`config.mk`:
```
export PLATFORM = sky130hd
export DESIGN_NAME = i2c_eeprom_sequential_transfer_flat
export DESIGN_NICKNAME = d
export VERILOG_FILES = /design/src/hdl/i2ces_pkg.sv /design/src/hdl/i2ces_if.sv /design/src/hdl/i2ces_engine.sv /design/src/hdl/i2c_eeprom_sequential_transfer.sv /design/src/flat_wrapper.sv
export SDC_FILE = /design/constraint.sdc
export NUM_CORES = 1
export LEC_CHECK = 0
export ABC_AREA = 1
export BUFFER_PORTS_ARGS = -buffer_cell sky130_fd_sc_hd__buf_4
export CORE_MARGIN = 8
export CORE_UTILIZATION = 35
export CTS_BUF_LIST = sky130_fd_sc_hd__clkbuf_4
export CTS_CLUSTER_DIAMETER = 120
export DETAILED_ROUTE_END_ITERATION = 16
export PLACE_DENSITY_LB_ADDON = 0.1
export SLEW_MARGIN = 20
export SYNTH_ARGS = -nofsm -noshare
export SYNTH_HDL_FRONTEND = slang
export SYNTH_SLANG_ARGS = --single-unit
```
`constraint.sdc`:
```
create_clock -name clk_i -period 4.11 [get_ports clk_i]
set_input_delay 0 -clock clk_i [delete_from_list [all_inputs] [get_ports clk_i]]
set_output_delay 0 -clock clk_i [all_outputs]
set_load 0.03 [all_outputs]
```
`src/hdl/i2ces_pkg.sv`:
```
package i2ces_pkg;

  localparam int unsigned AddrW         = 17;
  localparam int unsigned CountW        = 16;
  localparam int unsigned ByteW         = 8;
  localparam int unsigned CfgIdxW       = 3;
  localparam int unsigned MaxResults    = 3;
  localparam int unsigned ResCntW       = 2;
  localparam int unsigned PageBytesDef  = 256;

  typedef enum logic [2:0] {
    OP_NONE, OP_START, OP_STOP, OP_SEND, OP_RECV, OP_ACK, OP_NOACK
  } bus_op_e;

  typedef enum logic [1:0] {
    ST_BUSY, ST_WANT, ST_DONE, ST_FAIL
  } status_e;

  typedef enum logic [1:0] {
    FN_WRITE, FN_READ, FN_PAYLOAD, FN_REPLY
  } func_e;

  localparam logic [1:0] KindUpdate   = 2'd0;
  localparam logic [1:0] KindInternal = 2'd1;

  localparam logic [CfgIdxW-1:0] CfgIntLo  = 3'd0;
  localparam logic [CfgIdxW-1:0] CfgIntHi  = 3'd1;
  localparam logic [CfgIdxW-1:0] CfgUpdLo  = 3'd2;
  localparam logic [CfgIdxW-1:0] CfgUpdHi  = 3'd3;
  localparam logic [CfgIdxW-1:0] CfgFlash  = 3'd4;
  localparam logic [CfgIdxW-1:0] CfgRetry  = 3'd5;

  localparam logic [ByteW-1:0] IntLoRst  = 8'ha0;
  localparam logic [ByteW-1:0] IntHiRst  = 8'ha2;
  localparam logic [ByteW-1:0] UpdLoRst  = 8'ha8;
  localparam logic [ByteW-1:0] UpdHiRst  = 8'haa;
  localparam logic [ByteW-1:0] FlashRst  = 8'ha6;
  localparam logic [ByteW-1:0] RetryRst  = 8'hff;

  typedef struct packed {
    func_e              func;
    logic [AddrW-1:0]   start_address;
    logic [CountW-1:0]  byte_count;
    logic [1:0]         memory_kind;
    logic [ByteW-1:0]   payload_byte;
    logic               ack_bit;
    logic [ByteW-1:0]   received_byte;
  } item_t;

  typedef struct packed {
    bus_op_e            op;
    logic [ByteW-1:0]   tx;
    logic               prot;
    logic               rv;
    logic [ByteW-1:0]   rd;
    status_e            st;
  } result_t;

  typedef struct packed {
    logic [ByteW-1:0] int_lo;
    logic [ByteW-1:0] int_hi;
    logic [ByteW-1:0] upd_lo;
    logic [ByteW-1:0] upd_hi;
    logic [ByteW-1:0] flash;
    logic [ByteW-1:0] retry;
  } cfg_t;

  function automatic result_t mk_res(bus_op_e op, logic [ByteW-1:0] tx, logic prot,
                                     logic rv, logic [ByteW-1:0] rd, status_e st);
    result_t r;
    r.op   = op;
    r.tx   = tx;
    r.prot = prot;
    r.rv   = rv;
    r.rd   = rd;
    r.st   = st;
    return r;
  endfunction

endpackage

```
`src/hdl/i2ces_if.sv`:
```
interface i2ces_in_if;
  import i2ces_pkg::*;
  logic               valid;
  logic               ready;
  logic [1:0]         func;
  logic [AddrW-1:0]   start_address;
  logic [CountW-1:0]  byte_count;
  logic [1:0]         memory_kind;
  logic [ByteW-1:0]   payload_byte;
  logic               ack_bit;
  logic [ByteW-1:0]   received_byte;

  modport source (output valid, func, start_address, byte_count, memory_kind,
                  payload_byte, ack_bit, received_byte, input ready);
  modport sink   (input valid, func, start_address, byte_count, memory_kind,
                  payload_byte, ack_bit, received_byte, output ready);
endinterface

interface i2ces_out_if;
  import i2ces_pkg::*;
  logic             valid;
  logic             ready;
  logic [2:0]       bus_op;
  logic [ByteW-1:0] tx_byte;
  logic             protect_level;
  logic             read_valid;
  logic [ByteW-1:0] read_data;
  logic [1:0]       status;
  logic             last;

  modport source (output valid, bus_op, tx_byte, protect_level, read_valid, read_data,
                  status, last, input ready);
  modport sink   (input valid, bus_op, tx_byte, protect_level, read_valid, read_data,
                  status, last, output ready);
endinterface

interface i2ces_cfg_if;
  import i2ces_pkg::*;
  logic               valid;
  logic               ready;
  logic [CfgIdxW-1:0] index;
  logic [ByteW-1:0]   data;

  modport source (output valid, index, data, input ready);
  modport sink   (input valid, index, data, output ready);
endinterface

```
`src/hdl/i2ces_engine.sv`:
```
module i2ces_engine #(
  parameter int unsigned PageBytes = i2ces_pkg::PageBytesDef
) (
  input  logic                clk_i,
  input  logic                rst_ni,
  input  i2ces_pkg::cfg_t     cfg_i,
  input  i2ces_pkg::item_t    item_i,
  input  logic                take_i,
  output i2ces_pkg::result_t  res_o [i2ces_pkg::MaxResults],
  output logic [i2ces_pkg::ResCntW-1:0] res_cnt_o
);
  import i2ces_pkg::*;

  typedef enum logic [3:0] {
    PH_IDLE, PH_W_POLL, PH_W_ADRH, PH_W_ADRL, PH_W_WANT, PH_W_DATA,
    PH_R_POLL, PH_R_ADRH, PH_R_ADRL, PH_R_DEVRD, PH_R_RECV
  } phase_e;

  // page offset of the current address by reciprocal multiplication
  localparam int unsigned PageW  = $clog2(PageBytes);
  localparam int unsigned Shift  = AddrW + PageW + 1;
  localparam int unsigned RecipW = AddrW + 2;
  localparam int unsigned ProdW  = AddrW + RecipW;
  localparam logic [RecipW-1:0] Recip =
    RecipW'(((64'd1 << Shift) + 64'(PageBytes) - 64'd1) / 64'(PageBytes));

  phase_e              ph_q, ph_d;
  logic [AddrW-1:0]    cur_q, cur_d;
  logic [CountW-1:0]   done_q, done_d;
  logic [CountW-1:0]   total_q, total_d;
  logic [ByteW-1:0]    dev_q, dev_d;
  logic [ByteW-1:0]    poll_q, poll_d;
  logic                prot_q, prot_d;
  logic [ProdW-1:0]    prod_q;

  logic [AddrW-1:0]    cur_inc, quot, page_off;
  logic [CountW-1:0]   done_inc;
  logic [ByteW-1:0]    poll_inc, wdev;
  logic                page_end;

  // cur_q is always stable long enough for prod_q to follow it before a data reply looks at it
  always_ff @(posedge clk_i) begin
    prod_q <= ProdW'(cur_q) * ProdW'(Recip);
  end

  assign quot     = AddrW'(prod_q >> Shift);
  assign page_off = cur_q - AddrW'(quot * AddrW'(PageBytes));
  assign page_end = (cur_q == '1) || (page_off == AddrW'(PageBytes - 1));

  assign cur_inc  = cur_q + AddrW'(1);
  assign done_inc = done_q + CountW'(1);
  assign poll_inc = poll_q + ByteW'(1);
  assign wdev     = cur_inc[AddrW-1] ? cfg_i.int_hi : cfg_i.int_lo;

  always_comb begin
    ph_d      = ph_q;
    cur_d     = cur_q;
    done_d    = done_q;
    total_d   = total_q;
    dev_d     = dev_q;
    poll_d    = poll_q;
    prot_d    = prot_q;
    res_cnt_o = '0;
    for (int i = 0; i < MaxResults; i++) begin
      res_o[i] = mk_res(OP_NONE, '0, 1'b0, 1'b0, '0, ST_BUSY);
    end

    unique case (item_i.func)
      FN_WRITE: begin
        if (ph_q == PH_IDLE) begin
          cur_d   = item_i.start_address;
          total_d = item_i.byte_count;
          done_d  = '0;
          if (item_i.byte_count == '0) begin
            res_o[0]  = mk_res(OP_NONE, '0, prot_q, 1'b0, '0, ST_DONE);
            res_cnt_o = 2'd1;
          end else begin
            prot_d    = 1'b0;
            dev_d     = item_i.start_address[AddrW-1] ? cfg_i.int_hi : cfg_i.int_lo;
            res_o[0]  = mk_res(OP_START, '0, 1'b0, 1'b0, '0, ST_BUSY);
            res_o[1]  = mk_res(OP_SEND, dev_d, 1'b0, 1'b0, '0, ST_BUSY);
            res_cnt_o = 2'd2;
            ph_d      = PH_W_POLL;
          end
        end
      end
      FN_READ: begin
        if (ph_q == PH_IDLE) begin
          cur_d   = item_i.start_address;
          total_d = item_i.byte_count;
          done_d  = '0;
          poll_d  = '0;
          if (item_i.memory_kind == KindUpdate) begin
            dev_d = item_i.start_address[AddrW-1] ? cfg_i.upd_hi : cfg_i.upd_lo;
          end else if (item_i.memory_kind == KindInternal) begin
            dev_d = item_i.start_address[AddrW-1] ? cfg_i.int_hi : cfg_i.int_lo;
          end else begin
            dev_d = cfg_i.flash;
          end
          res_o[0]  = mk_res(OP_START, '0, prot_q, 1'b0, '0, ST_BUSY);
          res_o[1]  = mk_res(OP_SEND, dev_d, prot_q, 1'b0, '0, ST_BUSY);
          res_cnt_o = 2'd2;
          ph_d      = PH_R_POLL;
        end
      end
      FN_PAYLOAD: begin
        if (ph_q == PH_W_WANT) begin
          res_o[0]  = mk_res(OP_SEND, item_i.payload_byte, prot_q, 1'b0, '0, ST_BUSY);
          res_cnt_o = 2'd1;
          ph_d      = PH_W_DATA;
        end
      end
      FN_REPLY: begin
        unique case (ph_q)
          PH_W_POLL: begin
            if (item_i.ack_bit) begin
              res_o[0]  = mk_res(OP_START, '0, prot_q, 1'b0, '0, ST_BUSY);
              res_o[1]  = mk_res(OP_SEND, dev_q, prot_q, 1'b0, '0, ST_BUSY);
              res_cnt_o = 2'd2;
            end else begin
              res_o[0]  = mk_res(OP_SEND, cur_q[15:8], prot_q, 1'b0, '0, ST_BUSY);
              res_cnt_o = 2'd1;
              ph_d      = PH_W_ADRH;
            end
          end
          PH_W_ADRH: begin
            res_o[0]  = mk_res(OP_SEND, cur_q[7:0], prot_q, 1'b0, '0, ST_BUSY);
            res_cnt_o = 2'd1;
            ph_d      = PH_W_ADRL;
          end
          PH_W_ADRL: begin
            res_o[0]  = mk_res(OP_NONE, '0, prot_q, 1'b0, '0, ST_WANT);
            res_cnt_o = 2'd1;
            ph_d      = PH_W_WANT;
          end
          PH_W_DATA: begin
            cur_d  = cur_inc;
            done_d = done_inc;
            if (done_inc >= total_q) begin
              // stop goes out before protect is raised
              res_o[0]  = mk_res(OP_STOP, '0, prot_q, 1'b0, '0, ST_BUSY);
              res_o[1]  = mk_res(OP_NONE, '0, 1'b1, 1'b0, '0, ST_DONE);
              res_cnt_o = 2'd2;
              prot_d    = 1'b1;
              ph_d      = PH_IDLE;
            end else if (page_end) begin
              // protect pulse, then a fresh poll with a repeated start
              dev_d     = wdev;
              prot_d    = 1'b0;
              res_o[0]  = mk_res(OP_NONE, '0, 1'b1, 1'b0, '0, ST_BUSY);
              res_o[1]  = mk_res(OP_START, '0, 1'b0, 1'b0, '0, ST_BUSY);
              res_o[2]  = mk_res(OP_SEND, wdev, 1'b0, 1'b0, '0, ST_BUSY);
              res_cnt_o = 2'd3;
              ph_d      = PH_W_POLL;
            end else begin
              res_o[0]  = mk_res(OP_NONE, '0, prot_q, 1'b0, '0, ST_WANT);
              res_cnt_o = 2'd1;
              ph_d      = PH_W_WANT;
            end
          end
          PH_R_POLL: begin
            if (item_i.ack_bit) begin
              poll_d = poll_inc;
              if (poll_inc >= cfg_i.retry) begin
                res_o[0]  = mk_res(OP_NONE, '0, prot_q, 1'b0, '0, ST_FAIL);
                res_cnt_o = 2'd1;
                ph_d      = PH_IDLE;
              end else begin
                res_o[0]  = mk_res(OP_START, '0, prot_q, 1'b0, '0, ST_BUSY);
                res_o[1]  = mk_res(OP_SEND, dev_q, prot_q, 1'b0, '0, ST_BUSY);
                res_cnt_o = 2'd2;
              end
            end else begin
              res_o[0]  = mk_res(OP_SEND, cur_q[15:8], prot_q, 1'b0, '0, ST_BUSY);
              res_cnt_o = 2'd1;
              ph_d      = PH_R_ADRH;
            end
          end
          PH_R_ADRH: begin
            res_o[0]  = mk_res(OP_SEND, cur_q[7:0], prot_q, 1'b0, '0, ST_BUSY);
            res_cnt_o = 2'd1;
            ph_d      = PH_R_ADRL;
          end
          PH_R_ADRL: begin
            res_o[0]  = mk_res(OP_START, '0, prot_q, 1'b0, '0, ST_BUSY);
            res_o[1]  = mk_res(OP_SEND, dev_q | ByteW'(1), prot_q, 1'b0, '0, ST_BUSY);
            res_cnt_o = 2'd2;
            ph_d      = PH_R_DEVRD;
          end
          PH_R_DEVRD: begin
            res_o[0]  = mk_res(OP_RECV, '0, prot_q, 1'b0, '0, ST_BUSY);
            res_cnt_o = 2'd1;
            ph_d      = PH_R_RECV;
          end
          PH_R_RECV: begin
            cur_d  = cur_inc;
            done_d = done_inc;
            if (done_inc >= total_q) begin
              res_o[0]  = mk_res(OP_NOACK, '0, prot_q, 1'b1, item_i.received_byte, ST_BUSY);
              res_o[1]  = mk_res(OP_STOP, '0, prot_q, 1'b0, '0, ST_DONE);
              res_cnt_o = 2'd2;
              ph_d      = PH_IDLE;
            end else begin
              res_o[0]  = mk_res(OP_ACK, '0, prot_q, 1'b1, item_i.received_byte, ST_BUSY);
              res_o[1]  = mk_res(OP_RECV, '0, prot_q, 1'b0, '0, ST_BUSY);
              res_cnt_o = 2'd2;
            end
          end
          default: begin
          end
        endcase
      end
      default: begin
      end
    endcase
  end

  always_ff @(posedge clk_i or negedge rst_ni) begin
    if (!rst_ni) begin
      ph_q    <= PH_IDLE;
      cur_q   <= '0;
      done_q  <= '0;
      total_q <= '0;
      dev_q   <= '0;
      poll_q  <= '0;
      prot_q  <= 1'b1;
    end else if (take_i) begin
      ph_q    <= ph_d;
      cur_q   <= cur_d;
      done_q  <= done_d;
      total_q <= total_d;
      dev_q   <= dev_d;
      poll_q  <= poll_d;
      prot_q  <= prot_d;
    end
  end

endmodule

```
`src/hdl/i2c_eeprom_sequential_transfer.sv`:
```
// timing: a request is registered on acceptance, and its results are registered in
// the result stage before the first one shows
// throughput: one request per cycle while results flow; a request with k results
// (k is at most 3) holds the result stage until all leave while the next one waits
// reset: asynchronous, active low; returns to idle with write protect high and the
// device address registers at their default values
module i2c_eeprom_sequential_transfer #(
  parameter int unsigned PageBytes = i2ces_pkg::PageBytesDef
) (
  input  logic         clk_i,
  input  logic         rst_ni,
  i2ces_in_if.sink     in_i,
  i2ces_out_if.source  out_o,
  i2ces_cfg_if.sink    cfg_i
);
  import i2ces_pkg::*;

  cfg_t                cfg_q;
  item_t               item_q;
  logic                item_vld_q;
  result_t             res_q [MaxResults];
  result_t             res_new [MaxResults];
  logic [ResCntW-1:0]  cnt_q, cnt_new;
  logic [ResCntW-1:0]  idx_q;
  logic                res_vld_q;
  logic                res_last, out_hs, res_free, take;
  result_t             cur_res;

  assign cfg_i.ready = 1'b1;

  always_ff @(posedge clk_i or negedge rst_ni) begin
    if (!rst_ni) begin
      cfg_q.int_lo <= IntLoRst;
      cfg_q.int_hi <= IntHiRst;
      cfg_q.upd_lo <= UpdLoRst;
      cfg_q.upd_hi <= UpdHiRst;
      cfg_q.flash  <= FlashRst;
      cfg_q.retry  <= RetryRst;
    end else if (cfg_i.valid) begin
      unique case (cfg_i.index)
        CfgIntLo: cfg_q.int_lo <= cfg_i.data;
        CfgIntHi: cfg_q.int_hi <= cfg_i.data;
        CfgUpdLo: cfg_q.upd_lo <= cfg_i.data;
        CfgUpdHi: cfg_q.upd_hi <= cfg_i.data;
        CfgFlash: cfg_q.flash  <= cfg_i.data;
        CfgRetry: cfg_q.retry  <= cfg_i.data;
        default: begin
        end
      endcase
    end
  end

  // result stage frees up when its last result leaves in this cycle
  assign cur_res  = res_q[idx_q];
  assign res_last = (idx_q == cnt_q - ResCntW'(1));
  assign out_hs   = res_vld_q && out_o.ready;
  assign res_free = !res_vld_q || (out_o.ready && res_last);
  assign take     = item_vld_q && res_free;
  assign in_i.ready = !item_vld_q || take;

  i2ces_engine #(
    .PageBytes (PageBytes)
  ) u_engine (
    .clk_i     (clk_i),
    .rst_ni    (rst_ni),
    .cfg_i     (cfg_q),
    .item_i    (item_q),
    .take_i    (take),
    .res_o     (res_new),
    .res_cnt_o (cnt_new)
  );

  always_ff @(posedge clk_i) begin
    if (in_i.valid && in_i.ready) begin
      item_q.func          <= func_e'(in_i.func);
      item_q.start_address <= in_i.start_address;
      item_q.byte_count    <= in_i.byte_count;
      item_q.memory_kind   <= in_i.memory_kind;
      item_q.payload_byte  <= in_i.payload_byte;
      item_q.ack_bit       <= in_i.ack_bit;
      item_q.received_byte <= in_i.received_byte;
    end
    if (take && cnt_new != '0) begin
      res_q <= res_new;
      cnt_q <= cnt_new;
    end
  end

  always_ff @(posedge clk_i or negedge rst_ni) begin
    if (!rst_ni) begin
      item_vld_q <= 1'b0;
      res_vld_q  <= 1'b0;
      idx_q      <= '0;
    end else begin
      if (in_i.ready) begin
        item_vld_q <= in_i.valid;
      end
      // a request with no results leaves the result stage alone
      if (take && cnt_new != '0) begin
        res_vld_q <= 1'b1;
        idx_q     <= '0;
      end else if (out_hs) begin
        if (res_last) begin
          res_vld_q <= 1'b0;
        end else begin
          idx_q <= idx_q + ResCntW'(1);
        end
      end
    end
  end

  assign out_o.valid         = res_vld_q;
  assign out_o.bus_op        = cur_res.op;
  assign out_o.tx_byte       = cur_res.tx;
  assign out_o.protect_level = cur_res.prot;
  assign out_o.read_valid    = cur_res.rv;
  assign out_o.read_data     = cur_res.rd;
  assign out_o.status        = cur_res.st;
  assign out_o.last          = res_last;

endmodule

```
`src/flat_wrapper.sv`:
```
// flat-port wrapper written by rule: the top's interface ports become plain ports
module i2c_eeprom_sequential_transfer_flat import i2ces_pkg::*;
#(
  parameter int unsigned PageBytes = i2ces_pkg::PageBytesDef
)
  (clk_i, rst_ni, in_i_valid, in_i_func, in_i_start_address, in_i_byte_count, in_i_memory_kind, in_i_payload_byte, in_i_ack_bit, in_i_received_byte, in_i_ready, out_o_valid, out_o_bus_op, out_o_tx_byte, out_o_protect_level, out_o_read_valid, out_o_read_data, out_o_status, out_o_last, out_o_ready, cfg_i_valid, cfg_i_index, cfg_i_data, cfg_i_ready);
  i2ces_in_if in_i_i ();
  i2ces_out_if out_o_i ();
  i2ces_cfg_if cfg_i_i ();
  input  logic clk_i;
  input  logic rst_ni;
  input wire logic [$bits(in_i_i.valid)-1:0] in_i_valid;
  input wire logic [$bits(in_i_i.func)-1:0] in_i_func;
  input wire logic [$bits(in_i_i.start_address)-1:0] in_i_start_address;
  input wire logic [$bits(in_i_i.byte_count)-1:0] in_i_byte_count;
  input wire logic [$bits(in_i_i.memory_kind)-1:0] in_i_memory_kind;
  input wire logic [$bits(in_i_i.payload_byte)-1:0] in_i_payload_byte;
  input wire logic [$bits(in_i_i.ack_bit)-1:0] in_i_ack_bit;
  input wire logic [$bits(in_i_i.received_byte)-1:0] in_i_received_byte;
  output wire logic [$bits(in_i_i.ready)-1:0] in_i_ready;
  output wire logic [$bits(out_o_i.valid)-1:0] out_o_valid;
  output wire logic [$bits(out_o_i.bus_op)-1:0] out_o_bus_op;
  output wire logic [$bits(out_o_i.tx_byte)-1:0] out_o_tx_byte;
  output wire logic [$bits(out_o_i.protect_level)-1:0] out_o_protect_level;
  output wire logic [$bits(out_o_i.read_valid)-1:0] out_o_read_valid;
  output wire logic [$bits(out_o_i.read_data)-1:0] out_o_read_data;
  output wire logic [$bits(out_o_i.status)-1:0] out_o_status;
  output wire logic [$bits(out_o_i.last)-1:0] out_o_last;
  input wire logic [$bits(out_o_i.ready)-1:0] out_o_ready;
  input wire logic [$bits(cfg_i_i.valid)-1:0] cfg_i_valid;
  input wire logic [$bits(cfg_i_i.index)-1:0] cfg_i_index;
  input wire logic [$bits(cfg_i_i.data)-1:0] cfg_i_data;
  output wire logic [$bits(cfg_i_i.ready)-1:0] cfg_i_ready;
  assign in_i_i.valid = in_i_valid;
  assign in_i_i.func = in_i_func;
  assign in_i_i.start_address = in_i_start_address;
  assign in_i_i.byte_count = in_i_byte_count;
  assign in_i_i.memory_kind = in_i_memory_kind;
  assign in_i_i.payload_byte = in_i_payload_byte;
  assign in_i_i.ack_bit = in_i_ack_bit;
  assign in_i_i.received_byte = in_i_received_byte;
  assign in_i_ready = in_i_i.ready;
  assign out_o_valid = out_o_i.valid;
  assign out_o_bus_op = out_o_i.bus_op;
  assign out_o_tx_byte = out_o_i.tx_byte;
  assign out_o_protect_level = out_o_i.protect_level;
  assign out_o_read_valid = out_o_i.read_valid;
  assign out_o_read_data = out_o_i.read_data;
  assign out_o_status = out_o_i.status;
  assign out_o_last = out_o_i.last;
  assign out_o_i.ready = out_o_ready;
  assign cfg_i_i.valid = cfg_i_valid;
  assign cfg_i_i.index = cfg_i_index;
  assign cfg_i_i.data = cfg_i_data;
  assign cfg_i_ready = cfg_i_i.ready;
  i2c_eeprom_sequential_transfer #(.PageBytes(PageBytes)) u_core (.clk_i(clk_i), .rst_ni(rst_ni), .in_i(in_i_i), .out_o(out_o_i), .cfg_i(cfg_i_i));
endmodule
```
==> results of run 1 <==
## state kept, by name, indices dropped and copies added, names as in the netlist
name / flops
u_core.cnt_q: 2
u_core.cfg_q: 48
u_core.u_engine.total_q: 16
u_core.u_engine.prot_q: 1
u_core.u_engine.ph_q: 4
u_core.u_engine.cur_q: 17
u_core.res_q: 45
u_core.out_o.valid: 1
u_core.u_engine.poll_q: 8
u_core.item_vld_q: 1
u_core.idx_q: 2
u_core.u_engine.done_q: 16
u_core.item_q: 54
u_core.u_engine.prod_q: 9
u_core.u_engine.dev_q: 8
## cell families (layout without fill, tap and decap cells)
group | Yosys count | count (layout) | synth area share
other | 1 | 2 | 0.000320
xor gates and xnor gates | 27 | 27 | 0.0208
and+or+nand+nor | 528 | 528 | 0.192
AOI/OAI and AO/OA | 275 | 275 | 0.138
adders and majority gates | 36 | 36 | 0.0385
buffers and inverters | 217 | 563 | 0.0717
muxes | 1 | 1 | 0.000855
DFF | 232 | 232 | 0.538
## per-layer routing
layer | vias up | routed length [um]
met5 | - | 0
met3 | 50 | 1600
li1 | 5042 | -
met1 | 4611 | 15800
met2 | 219 | 14400
met4 | 0 | 807
## worst register-to-register path: stages, from the launching register on
cell        delay, ns
dfrtp_1          0.38
ha_2             0.23
nand3_4          0.09
nor3_4           0.21
nand3_2          0.13
nor3_4           0.20
nand3_2          0.11
nor3_2           0.18
xor2_1           0.19
inv_1            0.06
ha_1             0.30
nand2_2          0.08
nor2_4           0.10
nand4_1          0.11
inv_2            0.08
nand3_2          0.08
nand3_4          0.12
nor2_4           0.05
o21ai_2          0.13
and2_4           0.17
nand3_4          0.07
nand2_4          0.11
clkinvlp_4       0.12
buf_12           0.17
clkbuf_16        0.16
## power by group
group,internal (mW),total [mW],switching [mW],leakage [nW]
Combinational,1.58,4.26,2.68,3.98
Sequential,3.19,3.59,0.401,2.54
Clock,1.47,2.50,1.03,0.584
Total,6.24,10.4,4.11,7.10
## synth_stat cells, types with 4 or more instances
library cell  count
a32o_1            8
o22ai_1          19
o211ai_1         11
a21oi_1          50
clkbuf_1         34
a22oi_1          15
o21a_1            4
nor2_1          118
xor2_1           25
ha_1             36
nand2_1         295
o21ai_1           4
o31ai_1          13
inv_2             5
edfxtp_1        101
nand4_1          12
dfrtp_1          97
o21ai_0         141
dfstp_2          25
nor3_2            5
nor2_2            4
dfxtp_1           9
nand2_2           4
buf_2             6
inv_1           166
nand3_1          70
nor3_1            6
## layout make-up
type | instances | area [sq um]
inverter | 174 | 663
sequential | 232 | 6300
clock buffer | 104 | 781
timing repair buffer | 263 | 2430
multi-input combinational | 868 | 4710
tap | 448 | 561
fill | 3266 | 17600
clock inverter | 22 | 215
antenna | 1 | 2.50
## stage by stage
| stage | setup WS (ns) | instances | TNS [ns] | total power [mW] |
|---|---|---|---|---|
| 6_report | 0.230 | 2112 | 0 | 10.4 |
| 5_1_grt | -0.0565 | 2112 | -1.11 | 11.2 |
| 4_1_cts | 0.0546 | 2095 | 0 | 10.2 |
| 3_5_place_dp | 0.108 | 1837 | 0 | 7.50 |
| 3_3_place_gp | 0.198 | 1837 | 0 | 7.47 |
| 2_1_floorplan | 0.0433 | 1317 | 0 | 6.26 |
## timing repair
item / CTS / global route
hold buffers: 132 / 0
endpoints found under the hold margin: 225 / 0
endpoints found under the setup margin: 0 / 58
setup buffers: 0 / 10
gates resized for setup: 0 / 35
## how the worst max path moves through the flow
stage,from,to,slack (ns),cells after the start
finish,u_core.u_engine.done_q[0],u_core.cnt_q[1],0.23,24
global route,u_core.u_engine.done_q[0],u_core.cnt_q[1],-0.06,26
CTS,u_core.u_engine.done_q[0],u_core.res_q[40],0.05,25
detailed placement,u_core.u_engine.done_q[0],u_core.res_q[17],0.11,25
global placement,u_core.u_engine.done_q[0],u_core.res_q[37],0.20,25
floorplan,u_core.u_engine.done_q[0],u_core.cnt_q[0],0.04,22
==> summary.txt, run 1 <==
Detailed routing
  – DRC errors left: 0
  – Post-route ant nets: 0
  – Routed length per instance: 15.4 um
  – Pre-Repair DR Iteration Count: 5
  – Total Wirelength: 32,600 um
  – Avg Vias per Cell: 4.70
  – Via Count: 9,922
  – Drt initial violations: 578

Global route
  – GRT overflow: 0
  – Met1 Resource Use GR: 0.223
  – First-pass GRT wire length: 51,800 um
  – GR Util met2: 0.253
  – Antenna violations before repair: 1
  – Largest net degree at the start of global routing: 65
  – Met3 global-route usage: 0.0387
  – Global Route Usage Sum: 0.165
  – GR peak layer: met2
  – Number of global-route vias before repair: 10,000

Clock network
  – Clock Path Buffers: 3
  – TritonCTS buffer count: 70
  – CTS tree: built
  – Htree depth: 3
  – CTS clock-pin slew for the worst setup and hold paths: 0.06 ns
  – CTS root buf: clkbuf_4
  – Clk sinks: 232
  – Clk_lat worst skew: 0.71 ns

Setup path
  – Slowest stage delay, CP: 0.38 ns
  – Worst r2r src: u_core.u_engine.done_q[0]
  – Cell count of the worst reg-to-reg path: 24
  – R2R Setup Slk: 0.23 ns
  – Startpoint Class: flop
  – CP endpoint kind: flop
  – Critical path required time: 4.57 ns
  – Worst endpoint data arrival time: 4.34 ns
  – Critical-path top delay cell: dfrtp_1
  – Critical path class: flop to flop
  – Critical path buffer and inverter count: 5
  – CP Cell Sequence: ha_2 -> nand3_4 -> nor3_4 -> nand3_2 -> nor3_4 -> nand3_2 -> nor3_2 -> xor2_1 -> inv_1 -> ha_1 -> nand2_2 -> nor2_4 -> nand4_1 -> inv_2 -> nand3_2 -> nand3_4 -> nor2_4 -> o21ai_2 -> and2_4 -> nand3_4 -> nand2_4 -> clkinvlp_4 -> buf_12 -> clkbuf_16
  – CP Max Fanout: 7
  – Top cell family by delay on the critical path: simple AND/OR/NAND/NOR gates
  – Worst flop-to-flop path endpoint: u_core.cnt_q[1]

Floorplanning
  – Initial core utilization: 0.352
  – Row Count: 67
  – Die Ht: 199 um
  – Die Wd: 199 um
  – Total die area: 39,600 sq um
  – Core Area: 33,300 sq um
  – Ports: 97

Power and ir drop
  – Power per cell area: 661 nW/um^2
  – Pleak: 7.10 nW
  – Peak VDD IR: 0.267 mV

Synthesis
  – Area fraction of the dominant cell type after synthesis: 0.259
  – Mapped Avg Cell Area: 8.89 sq um
  – Ys Warns: 0
  – Synth top area cells: edfxtp_1, dfrtp_1, nand2_1, o21ai_0, dfstp_2
  – Post-synthesis sequential area ratio: 0.538
  – Fraction of registers with async set/reset: 0.526
  – Post-synth EDFFs: 101
  – Post-synth top flop: edfxtp_1
  – Netlist Area Pre-Place: 11,700 sq um
  – Yosys reg bits: 232
  – Cells after synthesis: 1,317
  – Synth cell types: 54
  – Synthesized Nets: 1,423
  – Largest area contributor in the netlist: edfxtp_1

Outcome
  – Status: finished clean

Finish
  – Commonest non-fill, non-tap cell in the layout: nand2_1
  – Final Cell Area: 15,700 sq um
  – Area grow syn2layout: 33.8%
  – Share of cells above drive strength 1: 0.197
  – Fin util: 0.471
  – Most frequent cells in the layout: nand2_1, inv_1, o21ai_0
  – Fin nets: 1,715

Min path
  – Hold Path Sink: u_core.out_o.valid
  – Worst Hold Class: input port to flop
  – Hold path depth: 5
  – Worst hold path startpoint: out_o_ready

STA
  – Slew HR: 0.378
  – Final setup vio count: 0
  – Slew Limit Fails: 0
  – Actual slew at the worst max-slew pin: 0.931 ns
  – Final Critical Period: 3.88 ns
  – Final hold vios: 0
  – Fin crit share: 0.944
  – Worst hold slack: 0.201 ns
  – Peak Freq: 258 MHz
  – Setup clock skew after layout: 0.0267 ns

Place
  – DP Area: 13,000 sq um
  – GPL Wtd Cong: 0.902
  – Port Buffers: 95
  – DP Wirelength: 22,100 um

Flow run
  – Count of maximum capacitance violations: 0
Note: power is estimated with default switching activity, not from simulation.
==> run 2, diff against run 1 <==
--- a/config.mk
+++ b/config.mk
@@ -7,12 +7,13 @@
 export LEC_CHECK = 0
 export ABC_AREA = 1
 export BUFFER_PORTS_ARGS = -buffer_cell sky130_fd_sc_hd__buf_4
-export CORE_MARGIN = 8
+export CORE_MARGIN = 1
 export CORE_UTILIZATION = 35
 export CTS_BUF_LIST = sky130_fd_sc_hd__clkbuf_4
 export CTS_CLUSTER_DIAMETER = 120
 export DETAILED_ROUTE_END_ITERATION = 16
 export PLACE_DENSITY_LB_ADDON = 0.1
+export RECOVER_POWER = 100
 export SLEW_MARGIN = 20
 export SYNTH_ARGS = -nofsm -noshare
 export SYNTH_HDL_FRONTEND = slang
==> constraint.sdc (replaced) <==
create_clock -name clk_i -period 4.11 [get_ports clk_i]
set_input_delay 0.2055 -clock clk_i [delete_from_list [all_inputs] [get_ports clk_i]]
set_output_delay 0.2055 -clock clk_i [all_outputs]
set_load 0.03 [all_outputs]
==> run 2 against run 1 <==
Compared with the run above: the flow now finishes with violations (max-capacitance violations, max-slew violations); first-iteration DRC count decreased by 2.8%; register-to-register slack improved by 0.04 ns; total power decreased by 6.1%; core utilization decreased by 2.4 points; critical path depth unchanged; sequential cell count unchanged; clock-buffer cell count increased by 1; cell area decreased by 6.8%; wire length decreased by 5.7%; maximum frequency increased by 1.0%; setup slack improved by 0.038 ns; non-clock buffer count decreased by 69; critical path type unchanged; largest cell class unchanged; largest power group unchanged; highest routed layer unchanged.
==> summary.txt, run 2 (same netlist as run 1, synthesis figures left out) <==
Clock network
  – CTS tree: built
  – TritonCTS buffer count: 69 (-1.4%)
  – Clk_lat worst skew: 0.71 ns (about the same)
  – CTS root buf: clkbuf_4
  – Clock Path Buffers: 3 (unchanged)
  – Clk sinks: 232 (unchanged)
  – CTS clock-pin slew for the worst setup and hold paths: 0.06 ns (about the same)
  – Htree depth: 3 (unchanged)

STA
  – PnR worst setup slack: 0.268 ns (+0.0384 ns)
  – Fin crit share: 0.935 (-0.00934)
  – Final hold vios: 0 (unchanged)
  – Peak Freq: 260 MHz (+1.0%)
  – Slew HR: -0.983 (-1.36)
  – Actual slew at the worst max-slew pin: 2.97 ns (+2.04 ns)
  – Worst hold slack: 0.132 ns (-0.0685 ns)
  – Setup clock skew after layout: 0.0417 ns (+0.0150 ns)
  – Setup_tns: 0 ns (unchanged)
  – Slew Limit Fails: 49 (+49)
  – Final Critical Period: 3.84 ns (-0.0384 ns)
  – Final setup vio count: 0 (unchanged)

Flow run
  – Count of maximum capacitance violations: 1 (+1)

Finish
  – Final Cell Area: 14,600 sq um (-6.8%)
  – Non-Filler Instances: 2,038 (-3.5%)
  – Reg area: 6300 sq um (unchanged)
  – Filler Cell Count: 3,412 (+4.5%)
  – Largest register FFs: 54 (unchanged)
  – Fin nets: 1,645 (-4.1%)
  – Largest registers: u_core.item_q x54, u_core.cfg_q x48, u_core.res_q x45
  – Commonest non-fill, non-tap cell in the layout: nand2_1
  – Fin util: 0.447 (-0.0241)
  – Share of cells above drive strength 1: 0.164 (-0.0336)
  – Most frequent cells in the layout: nand2_1, inv_1, clkbuf_4
  – Largest Register: u_core.item_q
  – Footprint of the multi-input gates: 4610 sq um (-2.1%)
  – Area grow syn2layout: 24.7%

Power and ir drop
  – Share of power burned in registers: 0.369 (+0.022)
  – Pleak: 6.59 nW (-7.3%)
  – Total power draw: 9.71 mW (-6.1%)
  – Power per cell area: 665 nW/um^2 (+0.66%)
  – Logic gate share of total power: 0.400 (-0.011)
  – NetSw: 3.96 mW (-3.7%)
  – Peak VDD IR: 0.219 mV (-18%)
  – Internal Power: 5.75 mW (-7.8%)
  – Switching Fraction: 0.408 (+0.0105)
  – Clock Power Share: 0.231 (-0.011)

Place
  – DP Wirelength: 21,600 um (-2.1%)
  – DP Area: 13,000 sq um (about the same)
  – GPL Wtd Cong: 0.882 (-2.1%)
  – Port Buffers: 95 (unchanged)
  – DP Worst Slack: 0.0634 ns (-0.0445 ns)
  – Post-Place Cells: 1,832 (-0.27%)

Detailed routing
  – DRC errors left: 0 (unchanged)
  – Post-route ant nets: 0 (unchanged)
  – Avg Vias per Cell: 4.72 (+0.49%)
  – Pre-Repair DR Iteration Count: 5 (unchanged)
  – Routed length per instance: 15.1 um (-2.2%)
  – Drt initial violations: 562 (-2.8%)
  – Total Wirelength: 30,800 um (-5.7%)
  – Via Count: 9,621 (-3.0%)

Floorplanning
  – Die Wd: 185 um (-7.0%)
  – Die Ht: 185 um (-7.0%)
  – Initial core utilization: 0.358 (+0.00623)
  – Core Area: 32,700 sq um (-1.7%)
  – Row Count: 66 (-1.5%)
  – Ports: 97 (unchanged)
  – Total die area: 34,200 sq um (-14%)

Setup path
  – Critical path class: flop to flop
  – Worst endpoint data arrival time: 4.29 ns (-0.05 ns)
  – Critical path required time: 4.56 ns (about the same)
  – CP Max Fanout: 8 (+1)
  – Startpoint Class: flop
  – CP endpoint kind: flop

Global route
  – Antenna violations before repair: 1 (unchanged)
  – GRT overflow: 0 (unchanged)
  – Largest net degree at the start of global routing: 49 (-25%)
  – First-pass GRT wire length: 49,200 um (-5.0%)
  – Global Route Usage Sum: 0.186 (+0.0209)
  – Number of global-route vias before repair: 9,433 (-5.8%)

Outcome
  – Failing checks: max-capacitance violations, max-slew violations
  – Status: finished, violations left

Min path
  – Worst Hold Class: input port to flop
run 2: critical path, cell delays in order, from the launching register on:
cell and delay (ns):
dfrtp_1 0.37, ha_2 0.22, nand3_4 0.10, nor3_4 0.22, nand3_2 0.11, nor3_2 0.11
nand3_1 0.14, nor3_2 0.20, xor2_1 0.22, inv_1 0.07, ha_1 0.27, nand2_1 0.06
nor2_1 0.14, nand4_1 0.09, inv_1 0.08, nand3_1 0.08, nand3_2 0.14, nor2_1 0.07
o21ai_1 0.13, and2_4 0.18, nand3_4 0.08, nand2_4 0.11, clkinvlp_4 0.09, buf_12 0.15
clkbuf_16 0.16
run 2: final timing paths:
check                                     startpoint                         end  slack, ns  cells after the start
max reg2reg                u_core.u_engine.done_q[1]            u_core.res_q[57]       0.27                     24
min in group asynchronous                     rst_ni    u_core.u_engine.dev_q[2]       1.01                      2
max in group asynchronous                     rst_ni   u_core.u_engine.cur_q[11]       0.81                      3
min reg2reg                u_core.u_engine.cur_q[15]  u_core.u_engine.prod_q[33]       0.41                      0
max                        u_core.u_engine.done_q[1]            u_core.res_q[57]       0.27                     24
min                                   cfg_i_index[1]             u_core.cfg_q[6]       0.13                      4
run 2: power by group through the flow:
stage	clock (mW)	combinational, mW	sequential [mW]
after detailed placement	0	3.86	3.64
after floorplan	0	2.74	3.52
after CTS	2.34	3.94	3.60
after global placement	0	3.84	3.63
final	2.24	3.88	3.59
after global routing	2.46	4.44	3.67
run 2: metal layers:
| metal | vias up | wire, um | global-route usage | part of all wire |
|---|---|---|---|---|
| met5 | - | 0 | 0 | 0 |
| met4 | 0 | 688 | 0.0698 | 0.022 |
| met3 | 54 | 1410 | 0.0389 | 0.046 |
| met2 | 250 | 13800 | 0.294 | 0.45 |
| met1 | 4416 | 14900 | 0.251 | 0.48 |
| li1 | 4901 | - | - | - |
run 2: timing repair:
action                                  4_1_cts  5_1_grt
endpoints found under the setup margin        1       47
pin swaps                                     0       10
gates cloned                                  0        3
resized for setup                             1       16
setup buffers                                 0        8
hold buffers                                 67        0
hold endpoints to repair                    151        0
run 2: layout make-up:
cell class,count,area share
multi-input cells,868,0.316
repair buffers,194,0.108
well taps,442,0.0379
clock buffers,105,0.0540
clock inverters,22,0.00805
diodes,1,0.000171
flip-flops and latches,232,0.431
inverters,174,0.0454
